**config.mk**
```make
export PLATFORM = sky130hd
export DESIGN_NAME = string_hash_city_djb2
export DESIGN_NICKNAME = d
export VERILOG_FILES = /design/src/rtl/shcd_pkg.sv /design/src/rtl/shcd_front.sv /design/src/rtl/shcd_queue.sv /design/src/rtl/shcd_mix.sv /design/src/rtl/string_hash_city_djb2.sv
export VERILOG_INCLUDE_DIRS = /design/src /design/src/rtl
export SDC_FILE = /design/constraint.sdc
export NUM_CORES = 2
export LEC_CHECK = 0
export BUFFER_PORTS_ARGS = -buffer_cell sky130_fd_sc_hd__buf_2
export CAP_MARGIN = 5
export CORE_MARGIN = 3
export CORE_UTILIZATION = 45
export DETAILED_ROUTE_END_ITERATION = 8
export REMOVE_ABC_BUFFERS = 1
export SLEW_MARGIN = 20
export SYNTH_ARGS = -nofsm -noshare
export SYNTH_HDL_FRONTEND = slang
export SYNTH_SLANG_ARGS = --single-unit
```
**constraint.sdc**
```tcl
create_clock -name clk -period 40.5 [get_ports clk]
set_input_delay 12.15 -clock clk [delete_from_list [all_inputs] [get_ports clk]]
set_output_delay 12.15 -clock clk [all_outputs]
set_load 0.02 [all_outputs]
```
**src/rtl/string_hash_city_djb2_macros.svh**
```systemverilog
// Assertion helpers shared by the string hash RTL.
// Each macro expects signals named clk and rst in the enclosing module.
`ifndef STRING_HASH_CITY_DJB2_MACROS_SVH
`define STRING_HASH_CITY_DJB2_MACROS_SVH

// Same-cycle implication, disabled during reset.
`define SHCD_ASSERT_NOW(label, ante, cons, msg) \
  label: assert property (@(posedge clk) disable iff (rst) (ante) |-> (cons)) \
    else $error(msg);

// Next-cycle implication, disabled during reset.
`define SHCD_ASSERT_NEXT(label, ante, cons, msg) \
  label: assert property (@(posedge clk) disable iff (rst) (ante) |=> (cons)) \
    else $error(msg);

`endif

```
**src/rtl/shcd_pkg.sv**
```systemverilog
// ----------------------------------------------------------------------------
// shcd_pkg
// Shared types and constants of the string hash block.
// ----------------------------------------------------------------------------
`timescale 1ns / 1ps
`default_nettype none

package shcd_pkg;

  // Length counter width; covers a saturation value of up to 63.
  localparam int LEN_W = 6;

  localparam logic [63:0] DJB2_INIT  = 64'd5381;
  localparam logic [63:0] MIX_ADD    = 64'h0000_0000_52dc_e729;
  localparam logic [31:0] MIX_MUL_LO = 32'heb38_2d69;
  localparam logic [31:0] MIX_MUL_HI = 32'h9ddf_ea08;
  localparam logic [63:0] SHORT_C    = 64'd9;
  localparam logic [LEN_W-1:0] HEAD_BYTES = LEN_W'(16);

  // One finished string as handed from the front end to the mixer.
  typedef struct packed {
    logic [LEN_W-1:0] len;
    logic [127:0]     head;
    logic [127:0]     tail;
    logic [63:0]      djb2;
  } shcd_entry_t;

endpackage

`default_nettype wire

```
**src/rtl/shcd_front.sv**
```systemverilog
// ----------------------------------------------------------------------------
// shcd_front
// Byte absorber: collects head bytes, the tail window, the djb2 sum and the
// saturating length, and hands a snapshot to the queue on the last byte.
// ----------------------------------------------------------------------------
`timescale 1ns / 1ps
`default_nettype none

module shcd_front #(
  parameter int LONG_THRESHOLD = 32
) (
  input  wire logic                 clk,
  input  wire logic                 rst,
  input  wire logic                 in_valid,
  output logic                      in_stall,
  input  wire logic [7:0]           byte_in,
  input  wire logic                 last_byte,
  input  wire logic                 empty_string,
  input  wire logic                 q_full,
  output logic                      push,
  output shcd_pkg::shcd_entry_t     push_entry
);
  import shcd_pkg::*;

  localparam logic [LEN_W-1:0] LEN_SAT = LEN_W'(LONG_THRESHOLD + 1);

  logic [127:0]     head, head_next;
  logic [127:0]     tail, tail_next;
  logic [63:0]      djb2, djb2_next;
  logic [LEN_W-1:0] len, len_next;
  logic             accept;

  assign in_stall = q_full;
  assign accept   = in_valid && !in_stall;

  always_comb begin
    head_next = head;
    tail_next = tail;
    djb2_next = djb2;
    len_next  = len;
    if (!empty_string) begin
      if (len < HEAD_BYTES) begin
        head_next[{len[3:0], 3'b000} +: 8] = byte_in;
      end
      tail_next = {byte_in, tail[127:8]};
      djb2_next = (djb2 << 5) + djb2 + {56'd0, byte_in};
      if (len < LEN_SAT) begin
        len_next = len + LEN_W'(1);
      end
    end
  end

  assign push            = accept && last_byte;
  assign push_entry.len  = len_next;
  assign push_entry.head = head_next;
  assign push_entry.tail = tail_next;
  assign push_entry.djb2 = djb2_next;

  always_ff @(posedge clk) begin
    if (rst || push) begin
      head <= '0;
      tail <= '0;
      djb2 <= DJB2_INIT;
      len  <= '0;
    end else if (accept) begin
      head <= head_next;
      tail <= tail_next;
      djb2 <= djb2_next;
      len  <= len_next;
    end
  end

endmodule

`default_nettype wire

```
**src/rtl/shcd_queue.sv**
```systemverilog
// ----------------------------------------------------------------------------
// shcd_queue
// Two-entry queue of finished strings between the absorber and the mixer.
// ----------------------------------------------------------------------------
`timescale 1ns / 1ps
`default_nettype none

`include "string_hash_city_djb2_macros.svh"

module shcd_queue (
  input  wire logic                  clk,
  input  wire logic                  rst,
  input  wire logic                  push,
  input  wire shcd_pkg::shcd_entry_t push_entry,
  output logic                       full,
  output logic                       not_empty,
  input  wire logic                  pop,
  output shcd_pkg::shcd_entry_t      head_entry
);
  import shcd_pkg::*;

  shcd_entry_t entries [2];
  logic        wr_ptr;
  logic        rd_ptr;
  logic [1:0]  count;

  assign full       = (count == 2'd2);
  assign not_empty  = (count != 2'd0);
  assign head_entry = entries[rd_ptr];

  always_ff @(posedge clk) begin
    if (push) begin
      entries[wr_ptr] <= push_entry;
    end
  end

  always_ff @(posedge clk) begin
    if (rst) begin
      wr_ptr <= 1'b0;
      rd_ptr <= 1'b0;
      count  <= 2'd0;
    end else begin
      if (push) begin
        wr_ptr <= !wr_ptr;
      end
      if (pop) begin
        rd_ptr <= !rd_ptr;
      end
      count <= count + {1'b0, push} - {1'b0, pop};
    end
  end

  `SHCD_ASSERT_NOW(a_no_push_full, push, !full, "push into a full string queue")
  `SHCD_ASSERT_NOW(a_no_pop_empty, pop, not_empty, "pop from an empty string queue")
  `SHCD_ASSERT_NOW(a_count_range, 1'b1, count <= 2'd2, "string queue count out of range")

endmodule

`default_nettype wire

```
**src/rtl/shcd_mix.sv**
```systemverilog
// ----------------------------------------------------------------------------
// shcd_mix
// Final hash sequencer: djb2 pass-through for long strings, otherwise the
// City-style mix with the 64-bit multiply done on one 32x32 multiplier.
// ----------------------------------------------------------------------------
`timescale 1ns / 1ps
`default_nettype none

`include "string_hash_city_djb2_macros.svh"

module shcd_mix #(
  parameter int LONG_THRESHOLD = 32
) (
  input  wire logic                  clk,
  input  wire logic                  rst,
  input  wire logic                  q_not_empty,
  input  wire shcd_pkg::shcd_entry_t q_entry,
  output logic                       pop,
  output logic                       out_valid,
  input  wire logic                  out_stall,
  output logic [63:0]                hash_value
);
  import shcd_pkg::*;

  localparam logic [LEN_W-1:0] LEN_LONG = LEN_W'(LONG_THRESHOLD);

  typedef enum logic [3:0] {
    ST_IDLE, ST_MIX_A, ST_MIX_D, ST_MUL0, ST_MUL1, ST_MUL2, ST_MUL3, ST_OUT
  } state_t;

  state_t      state;
  logic [63:0] a_reg;
  logic [63:0] b_reg;
  logic [63:0] d_reg;
  logic [63:0] acc;
  logic [63:0] prod;

  logic [63:0] sel_a, sel_b, sel_c, sel_d, ab_sum, a_first, a_scaled, dx;
  logic [31:0] mul_x, mul_y;
  logic [63:0] mul_p;

  // Word selection follows the short and medium string layouts.
  always_comb begin
    sel_a = q_entry.head[63:0];
    if (q_entry.len <= HEAD_BYTES) begin
      sel_b = q_entry.tail[127:64];
      sel_c = SHORT_C;
      sel_d = 64'({q_entry.len, 2'b00}) + 64'(q_entry.len);
    end else begin
      sel_b = q_entry.head[127:64];
      sel_c = q_entry.tail[127:64];
      sel_d = q_entry.tail[63:0];
    end
    ab_sum   = sel_a + sel_b;
    a_first  = {ab_sum[20:0], ab_sum[63:21]} + sel_c;
    a_scaled = (a_reg << 2) + a_reg + MIX_ADD;
    dx       = d_reg ^ a_reg;
  end

  // Shared multiplier: low by low, then the two cross terms.
  always_comb begin
    unique case (state)
      ST_MUL1: begin
        mul_x = d_reg[31:0];
        mul_y = MIX_MUL_HI;
      end
      ST_MUL2: begin
        mul_x = d_reg[63:32];
        mul_y = MIX_MUL_LO;
      end
      default: begin
        mul_x = d_reg[31:0];
        mul_y = MIX_MUL_LO;
      end
    endcase
    mul_p = 64'(mul_x) * 64'(mul_y);
  end

  assign pop       = (state == ST_IDLE) && q_not_empty;
  assign out_valid = (state == ST_OUT);

  always_ff @(posedge clk) begin
    if (rst) begin
      state <= ST_IDLE;
    end else begin
      unique case (state)
        ST_IDLE: begin
          if (q_not_empty) begin
            if (q_entry.len > LEN_LONG) begin
              hash_value <= q_entry.djb2;
              state      <= ST_OUT;
            end else begin
              a_reg <= a_first;
              b_reg <= sel_b;
              d_reg <= sel_d;
              state <= ST_MIX_A;
            end
          end
        end
        ST_MIX_A: begin
          a_reg <= a_scaled;
          state <= ST_MIX_D;
        end
        ST_MIX_D: begin
          d_reg <= {dx[19:0], dx[63:20]} + b_reg;
          state <= ST_MUL0;
        end
        ST_MUL0: begin
          prod  <= mul_p;
          state <= ST_MUL1;
        end
        ST_MUL1: begin
          acc   <= prod;
          prod  <= mul_p;
          state <= ST_MUL2;
        end
        ST_MUL2: begin
          acc   <= acc + {prod[31:0], 32'd0};
          prod  <= mul_p;
          state <= ST_MUL3;
        end
        ST_MUL3: begin
          hash_value <= acc + {prod[31:0], 32'd0};
          state      <= ST_OUT;
        end
        ST_OUT: begin
          if (!out_stall) begin
            state <= ST_IDLE;
          end
        end
        default: begin
          state <= ST_IDLE;
        end
      endcase
    end
  end

  `SHCD_ASSERT_NEXT(a_out_hold, out_valid && out_stall, out_valid && $stable(hash_value), "result dropped while stalled")
  `SHCD_ASSERT_NOW(a_pop_idle, pop, !out_valid, "string taken while a result is pending")

endmodule

`default_nettype wire

```
**src/rtl/string_hash_city_djb2.sv**
```systemverilog
// ----------------------------------------------------------------------------
// string_hash_city_djb2
// Streaming string hash: City-style mix for short strings, djb2 for long ones.
// ----------------------------------------------------------------------------
// Bytes are taken one per cycle; a request with last_byte set closes the
// string, and empty_string marks a request that carries no byte. Each closed
// string yields one 64-bit hash_value. The absorber stalls only while the
// two-entry queue of closed strings is full, and when results back up this
// can happen in the middle of a string.
// The mixer passes the djb2 sum through for strings above LONG_THRESHOLD
// bytes and otherwise runs three mix steps and a 64-bit multiply on one
// 32x32 multiplier in states ST_MUL0 to ST_MUL3; it holds a result while
// out_stall is high and takes the next string only once that result is gone.
`timescale 1ns / 1ps
`default_nettype none

module string_hash_city_djb2 #(
  parameter int LONG_THRESHOLD = 32
) (
  input  wire logic        clk,
  input  wire logic        rst,
  input  wire logic        in_valid,
  output logic             in_stall,
  input  wire logic [7:0]  byte_in,
  input  wire logic        last_byte,
  input  wire logic        empty_string,
  output logic             out_valid,
  input  wire logic        out_stall,
  output logic [63:0]      hash_value
);
  import shcd_pkg::*;

  logic        q_full;
  logic        q_not_empty;
  logic        push;
  logic        pop;
  shcd_entry_t push_entry;
  shcd_entry_t q_entry;

  shcd_front #(
    .LONG_THRESHOLD (LONG_THRESHOLD)
  ) u_front (
    .clk          (clk),
    .rst          (rst),
    .in_valid     (in_valid),
    .in_stall     (in_stall),
    .byte_in      (byte_in),
    .last_byte    (last_byte),
    .empty_string (empty_string),
    .q_full       (q_full),
    .push         (push),
    .push_entry   (push_entry)
  );

  shcd_queue u_queue (
    .clk        (clk),
    .rst        (rst),
    .push       (push),
    .push_entry (push_entry),
    .full       (q_full),
    .not_empty  (q_not_empty),
    .pop        (pop),
    .head_entry (q_entry)
  );

  shcd_mix #(
    .LONG_THRESHOLD (LONG_THRESHOLD)
  ) u_mix (
    .clk         (clk),
    .rst         (rst),
    .q_not_empty (q_not_empty),
    .q_entry     (q_entry),
    .pop         (pop),
    .out_valid   (out_valid),
    .out_stall   (out_stall),
    .hash_value  (hash_value)
  );

endmodule

`default_nettype wire
```
==> results.toml <==
[status]
outcome = "completed"

[clock_network]
cts_root_buf = "clkbuf_16"
holdBufCountCts = 0
htree_levels = 4
cts.sinks = 1370
cts-resized-gates = 0
clk_latency_ns = 0.83
numCtsBuffers = 153
clock_path_buffers = 3
cts.clk_slew.worst_paths_ns = 0.06
cts_tree = "built"
post_cts_buffers = 0

[die]
die_x_um = 478.9
coreArea_um2 = 221000
io_pins = 80
die_area_um2 = 229300
dieHeight_um = 478.9
rows = 172
start_util_pct = 45.52

[logic_synthesis]
syn_avg_cell_area_um2 = 10.31
syn_area_um2 = 100600
async_reset_ff_share_pct = 0
synth.ff_latch_count = 1370
synth_cells = 9762
ys_seq_area_share_pct = 37.56
synthDistinctLibCells = 96
synthFlopType = "edfxtp_1"
synth_edf_count = 1036
ys_warn_count = 0
synth_top_area_share_pct = 30.92
synth_area_leaders = "edfxtp_1 31%, fa_1 13%, ha_1 11%"
yosys.area.top_type = "edfxtp_1"

[worst_setup_path]
start_kind = "primary input"
cp_cell_sequence = "buf_2 -> nor2b_4 -> buf_4 -> and3_4 -> buf_4 -> buf_4 -> buf_4 -> buf_4 -> buf_4"
required_ns = 40.95
startpoint = "in_valid"
crit_top_cell = "buf_4"
worst_path_largest_cell_delay_ns = 0.92
cp_max_fo = 66
criticalPathCategory = "primary input to register"
cp-end-kind = "register"
cp.arrival_ns = 17.74
r2r-start = "u_mix.state[2]"
slowest_stage = "and3_4"
critPathBufInv = 7
cp_top_family = "buffers and inverters"

[sta]
setup_viol = 0
min_period_over_period_pct = 42.70
worst_pin_slew_ns = 1.305
hold_violations = 0
finalCriticalPeriod_ns = 17.29
slew_violations = 0
finalClockSkew_ns = 0.08130
max_slew_margin_pct = 12.36
max_freq_mhz = 57.83
grt_setup_unrepaired = "no"
setup-tns-final_ns = 0

[min_path]
min-delay-start = "u_front.head[119]"
hold_path_class = "register to register"

[route]
vias_per_cell = 5.771
drt_wl_total_um = 335700
first_iter_violations = 6848
drc = 0
drtPass1Iterations = 6
routedWlPerCell_um = 26.41
vias = 73335
ant_nets = 0

[finish]
top_register = "u_queue.entries"
most-common-layout-cells = "1101 x nand2_1, 1036 x edfxtp_1, 940 x inv_1, 882 x ha_1, 786 x a21oi_1"
final_common_cell = "nand2_1"
drive_gt1_share_pct = 8.639
largest_reg_flops = 652
reg_top3 = "u_queue.entries x652, u_front.head x128, u_front.tail x128"
final_nets = 11147
syn_to_final_growth_pct = 8.338

[placed_design]
dp_hpwl_um = 263500
gp_congestion = 0.9749
numPortBuffers = 79

[grt]
grt_max_degree = 145
grt.overflow.total = 0
grt_pass1_wl_um = 488800
grt_pass1_vias = 72416
grt_usage_pct = 28.80
grt_antenna_before_repair = 16

[job]
cap_violations = 0
## routing by layer
| layer | GRT usage, % | wire, µm | up-vias |
|---|---|---|---|
| met4 | 13.57 | 18560 | 4 |
| met1 | 38.22 | 141300 | 36640 |
| met3 | 3.457 | 18980 | 537 |
| li1 | - | - | 33640 |
| met2 | 47.07 | 156800 | 2514 |
| met5 | 0 | 26 | - |
## worst min-delay path, delay by kind of cell (launching register included)
| kind | cells | cell delay, ns |
|---|---|---|
| AO/OA/AOI/OAI | 1 | 0.05 |
| flip-flops | 1 | 0.31 |
| AND/OR/NAND/NOR | 1 | 0.05 |
## layout make-up
class | instances | area, µm²
Antenna cell | 4 | 10.01
Clock buffer | 199 | 4141
Clock inverter | 88 | 1092
Fill cell | 20215 | 112000
Inverter | 952 | 3573
Multi-Input combinational cell | 6977 | 57640
Sequential cell | 1370 | 37800
Tap cell | 2958 | 3701
Timing Repair Buffer | 160 | 1051
## cell families (layout without fill, tap and decap cells)
family | Yosys count | in the layout | synth area share (%)
AOI/OAI and AO/OA | 2030 | 2030 | 12.20
muxes | 535 | 535 | 6.485
DFF | 1370 | 1370 | 37.56
buffers and inverters | 1416 | 1399 | 5.286
other | 2 | 7 | 0.007464
and+or+nand+nor | 2365 | 2365 | 10.23
adders and majority gates | 1529 | 1529 | 23.74
xor gates and xnor gates | 515 | 515 | 4.483
## through the flow
step                setup slack [ns]  util (%)  area [µm²]  hold slack [ns]  cells
detailed placement             22.29     46.95      103800           0.4432  12417
global placement               22.36     46.95      103800           0.4379  12417
floorplan                      3.841         -       98880           0.4329   9299
CTS                            23.17     49.32      109000           0.4526  12704
finish                         23.21     49.32      109000           0.4531  12708
global route                   22.89     49.32      109000           0.4703  12705
## final timing paths
path              depth (start not counted)                 endpoint  slack (ns)
setup / recovery                          9  u_queue.entries[1][167]       23.21
hold / removal                            2        u_front.head[119]        0.45
setup reg to reg                         30           u_mix.prod[48]       28.52
hold reg to reg                           2        u_front.head[119]        0.45
## synthesized netlist by cell type, types with 72 or more instances
cell type and instances:
a211oi_1 78, fa_1 637, a21o_1 241, ha_1 882, nand2_1 1105, mux2i_1 169
xor2_1 197, nand3_1 114, edfxtp_1 1036, nand4_1 100, nor2_1 610, inv_1 940
a21oi_1 787, mux2_2 302, o21ai_0 465, xnor2_1 318, nor2b_1 72, o21bai_1 97
clkbuf_1 418, nor3_1 108, dfxtp_1 334
Power is left out: the tool's default activity adds up to more than one toggle a clock period on the data nets, which glitch-free logic cannot reach.
